`src/rtl/core/lncosh_pkg.sv`:
```
// Shared types, constants and angle/log tables for the complex log-cosh accumulator.
package lncosh_pkg;

  // Default configuration
  localparam int FRAC_BITS_DEF    = 16;
  localparam int CORDIC_STEPS_DEF = 20;

  // Datapath widths: Q30 working registers, multiplier operands, exponent/quadrant counter
  localparam int DW     = 48;
  localparam int MW     = 34;
  localparam int PW     = 2 * MW;
  localparam int KW     = 18;
  localparam int IDX_W  = 6;
  localparam int TAB_N  = 33;
  localparam int IN_W   = 24;
  localparam int ACC_W  = 40;

  // Q30 constants
  localparam logic signed [DW-1:0] ONE_Q         = 48'sd1073741824;
  localparam logic signed [DW-1:0] HALF_Q        = 48'sd536870912;
  localparam logic signed [DW-1:0] LN2_Q         = 48'sd744261118;
  localparam logic signed [DW-1:0] LOG2E_Q       = 48'sd1549082005;
  localparam logic signed [DW-1:0] HALFPI_Q      = 48'sd1686629713;
  localparam logic signed [DW-1:0] PI_Q          = 48'sd3373259426;
  localparam logic signed [DW-1:0] QPI_Q         = 48'sd843314857;
  localparam logic signed [DW-1:0] TWO_OVER_PI_Q = 48'sd683565276;
  localparam logic signed [DW-1:0] INV_GAIN_Q    = 48'sd652032874;
  localparam logic signed [DW-1:0] EXP_CUT_Q     = 48'sd23622320128;

  // Accumulator limits
  localparam logic signed [DW-1:0] ACC_MAX = 48'sd549755813887;
  localparam logic signed [DW-1:0] ACC_MIN = -48'sd549755813888;

  // Product rounding offsets
  localparam logic signed [PW-1:0] RND30 = PW'(64'sd1 <<< 29);
  localparam logic signed [PW-1:0] RND45 = PW'(64'sd1 <<< 44);

  typedef logic [31:0] tab_t [0:TAB_N-1];

  typedef enum logic [1:0] {
    SM_ROT,
    SM_VEC,
    SM_EXP,
    SM_LN
  } step_mode_e;

  typedef struct packed {
    step_mode_e        mode;
    logic [IDX_W-1:0]  idx;
  } step_ctl_t;

  typedef enum logic [4:0] {
    ST_IDLE,
    ST_EXP0, ST_EXP1, ST_EXP2, ST_EXP3, ST_EXP4, ST_EXP5, ST_EXP6,
    ST_SC0, ST_SC1, ST_SC2, ST_SC3, ST_SC4,
    ST_CX0, ST_CX1, ST_SY1,
    ST_V0, ST_V1, ST_V2, ST_V3,
    ST_LN1, ST_LN2, ST_LN3, ST_LN4,
    ST_ACC
  } state_e;

  // Alternating series sum of 2^(-i*k)/k in Q62, rounded to Q30 (elaboration only)
  function automatic logic [31:0] series_f(input int unsigned i, input int unsigned step);
    logic signed [63:0] s;
    logic        [63:0] term;
    logic signed [63:0] r;
    int unsigned        k;
    int unsigned        sh;
    logic               neg;
    s   = '0;
    neg = 1'b0;
    for (k = 1; k <= 62; k += step) begin
      sh = i * k;
      if (i != 0 && sh <= 62) begin
        term = (64'd1 << (62 - sh)) / 64'(k);
        if (neg) s = s - $signed(term);
        else     s = s + $signed(term);
        neg = ~neg;
      end
    end
    r = (s + 64'sd2147483648) >>> 32;
    return r[31:0];
  endfunction

  function automatic tab_t ln_tab_f();
    tab_t t;
    for (int i = 0; i < TAB_N; i++) t[i] = series_f(i, 1);
    return t;
  endfunction

  function automatic tab_t atan_tab_f();
    tab_t t;
    for (int i = 0; i < TAB_N; i++) begin
      if (i == 0) t[i] = QPI_Q[31:0];
      else        t[i] = series_f(i, 2);
    end
    return t;
  endfunction

  // ln(1+2^-i) and atan(2^-i) in Q30
  localparam tab_t LN_TAB   = ln_tab_f();
  localparam tab_t ATAN_TAB = atan_tab_f();

endpackage

```
`src/rtl/core/lncosh_mul.sv`:
```
// Shared signed multiplier with registered product.
module lncosh_mul #(
  parameter int AW = lncosh_pkg::MW
) (
  input  logic                   clk_i,
  input  logic signed [AW-1:0]   a_i,
  input  logic signed [AW-1:0]   b_i,
  output logic signed [2*AW-1:0] p_o
);

  logic signed [2*AW-1:0] p_q;

  // Product register
  always_ff @(posedge clk_i) begin
    p_q <= a_i * b_i;
  end

  assign p_o = p_q;

endmodule

```
`config.mk`:
```
export PLATFORM = sky130hd
export DESIGN_NAME = lncosh_mul
export DESIGN_NICKNAME = d
export VERILOG_FILES = /design/src/rtl/core/lncosh_pkg.sv /design/src/rtl/core/lncosh_mul.sv
export SDC_FILE = /design/constraint.sdc
export NUM_CORES = 2
export LEC_CHECK = 0
export BUFFER_PORTS_ARGS = -buffer_cell sky130_fd_sc_hd__buf_2
export CAP_MARGIN = 20
export CORE_MARGIN = 5
export CORE_UTILIZATION = 45
export DETAILED_ROUTE_END_ITERATION = 8
export HOLD_SLACK_MARGIN = 0.08
export PLACE_DENSITY = 0.65
export SETUP_SLACK_MARGIN = 0.2
export SLEW_MARGIN = 30
export SYNTH_ARGS = -nofsm -noshare
export SYNTH_HDL_FRONTEND = slang
export SYNTH_SLANG_ARGS = --single-unit
```
`constraint.sdc`:
```
create_clock -name clk_i -period 10 [get_ports clk_i]
set_input_delay 0 -clock clk_i [delete_from_list [all_inputs] [get_ports clk_i]]
set_output_delay 0 -clock clk_i [all_outputs]
set_load 0.01 [all_outputs]
```
==> results.md <==
* Unrepaired setup endpoints after global routing: no
* Crit path launch: b_i[10]
* Synth warn at 0
* Synth top area share at 0.577
* Sequential share of the synthesized area at 0.0316
* Yosys cell types at 69
* Hold WS at 0.233 ns
* Hold_sp: b_i[0]
* Mapped Nets at 6068
* Multiplexer share of the synthesized area at 0
* # fillers at 9071
* Commonest cells in the netlist: fa_1, inv_1, and2_1, nand2_1, clkbuf_1
* CTS Buf Count at 9
* Crit path arrival time at 8.36 ns
* Final setup margin at 1.97 ns
* Hold_buf cts at 0
* Port Buffer Count at 136
* Fin. Hold Viols at 0
* Largest family of logic cells by synthesized area: adder cells
* Most common cell in the synthesized netlist: fa_1
* # IOs at 137
* Resize count post-CTS at 0
* Die span in x at 319 um
* First-pass GRT wire length at 186000 um
* CP Capture Type: flip-flop
* Fin crit share at 0.803
* Initial antenna violation count at 18
* Total Wirelength at 114000 um
* Mapped cell area at 43000 sq um
* Antenna violation net count after detailed routing at 0
* Vias at 29600
* Global route overflow at 0
* Number of global-route vias before repair at 32900
* # rows at 113
* CTS Buffer Depth at 2
* EDFF count, synth at 0
* Synth Area in Compound Gates at 0.0335
* Post-CTS setup buffers at 0
* Post-Place Setup Slack at 1.67 ns
* Hold Path Depth at 2
* Largest net degree at the start of global routing at 35
* Worst-path fanout max at 34
* DRC viols at 0
* Synth Area in Simple Gates at 0.154
* Fin crit period at 8.03 ns
* Gr usage total at 0.233
* Worst setup path category: primary input to flip-flop
* Slew @ Worst Pin at 1.05 ns
* Clock root buffer: clkbuf_16
* Layout cell share with drive strength beyond 1 at 0.0462
* Area leader, netlist: fa_1
* H-tree depth at 3
* Post-Synth XOR/XNOR Area at 0.0161
* Final setup fails at 0
* Core area at 95000 sq um
* Critical Path End: p_o[61]$_DFF_P_
* Synth Instances at 4554
* CTS sink count at 68
* Most used DFF post-synth: dfxtp_1
* Hold Path Class: primary input to flip-flop
* Slew HR at 0.301
* Syn-to-layout area delta at 4.27%
* Clk pin slew, worst setup/hold paths at 0.07 ns
* FF+latch count, synth at 68
* Startpoint Class: primary input
* Post-DR wirelength/cell at 19.7 um
* Max FFs per register at 68
* Max Fclk at 0.125 GHz
* Post-synth ARST share at 0
* Fin nets at 6011
* Avg Cell Area, Syn at 9.45 sq um
* Die H at 319 um
* Adder-Cell Fraction of Synth Area at 0.637
* Starting density of the core at 0.453
* Post-DP HPWL at 90600 um
* CP required at 10.33 ns
* Max-cap violation count at 0
* Die area at 102000 sq um
* Setup_tns at 0 ns
* Detailed Routing Iterations Pass 1 at 5
* Status: finished, final reports clean
* Gpl congestion at 0.925
* DR vias/cell at 5.13
* CTS tree: built
* Final Max Tran Viols at 0
* Synth top area cells: fa_1, inv_1, and2_1
* Violation count after the first detailed-routing iteration at 1973
[worst min path at each step]
stage                                end  slack, ns
final                     p_o[0]$_DFF_P_       0.23
after global routing      p_o[0]$_DFF_P_       0.26
after floorplan           p_o[0]$_DFF_P_       0.13
after global placement           p_o[36]       0.40
after detailed placement         p_o[55]       0.39
after CTS                 p_o[0]$_DFF_P_       0.21
[placed cells by master, fill, tap and decap left out, types with 3 or more instances in the layout]
cell type	n
clkbuf_16	9
o21bai_1	12
o21ai_0	31
o41ai_2	3
buf_4	26
nor2b_1	9
ha_1	204
o21a_1	4
a31oi_1	7
xnor2_1	56
and3_2	3
or2_2	4
o21ai_1	7
inv_1	1231
fa_1	1240
nor3_1	5
a21o_1	37
a21oi_1	61
nor2_1	54
o211ai_1	3
and3_1	5
and2_1	621
xor2_1	23
a221oi_1	3
nand3_1	11
diode_2	5
dfxtp_1	68
buf_2	134
nand2b_1	20
o41ai_1	3
a211oi_1	6
nand4_1	11
nand2_1	542
[kinds of logic after synthesis]
family | after synthesis
compound gates | 206
xor+xnor | 79
fa+ha+maj | 1445
buf+inv | 1460
flops | 68
simple gates | 1296
[metal layers]
| layer | up-vias | global-route usage | share of wire |
|---|---|---|---|
| li1 | 12700 | - | - |
| met1 | 15600 | 0.321 | 0.41 |
| met2 | 1021 | 0.385 | 0.48 |
| met3 | 239 | 0.0417 | 0.072 |
| met4 | 12 | 0.0607 | 0.028 |
| met5 | - | 0 | 0.00088 |
[through the flow]
stage               cells  utilization  cell area [sq um]
floorplan            4554            -              43000
CTS                  5766        0.472              44800
global route         5766        0.472              44900
detailed placement   5751        0.469              44600
global placement     5751        0.469              44600
finish               5771        0.472              44900
[cell type report]
type	count	area, sq um	area share
Multi-Input combinational cell	3026	36100	0.806
Inverter	1232	4620	0.103
Tap cell	1265	1580	0.0353
Sequential cell	68	1360	0.0303
Timing Repair Buffer	160	866	0.0193
Clock buffer	10	239	0.00533
Clock inverter	5	37.5	0.000837
Antenna cell	5	12.5	0.000279
[worst max-delay path, stage by stage]
cell      delay, ns
buf_2          0.77
nand2_1        0.19
fa_1           0.57
inv_1          0.05
fa_1           0.43
fa_1           0.49
inv_1          0.06
fa_1           0.47
inv_1          0.05
fa_1           0.50
inv_1          0.06
fa_1           0.53
inv_1          0.05
fa_1           0.50
fa_1           0.43
ha_1           0.35
a211oi_1       0.29
o221ai_1       0.22
o21ai_2        0.25
o21ai_1        0.18
a211oi_2       0.83
o21ai_4        0.24
a31oi_2        0.29
o221ai_1       0.18
o21ai_1        0.19
xnor2_1        0.13
Power is left out: the tool's default activity adds up to more than one toggle a clock period on the data nets, which glitch-free logic cannot reach.
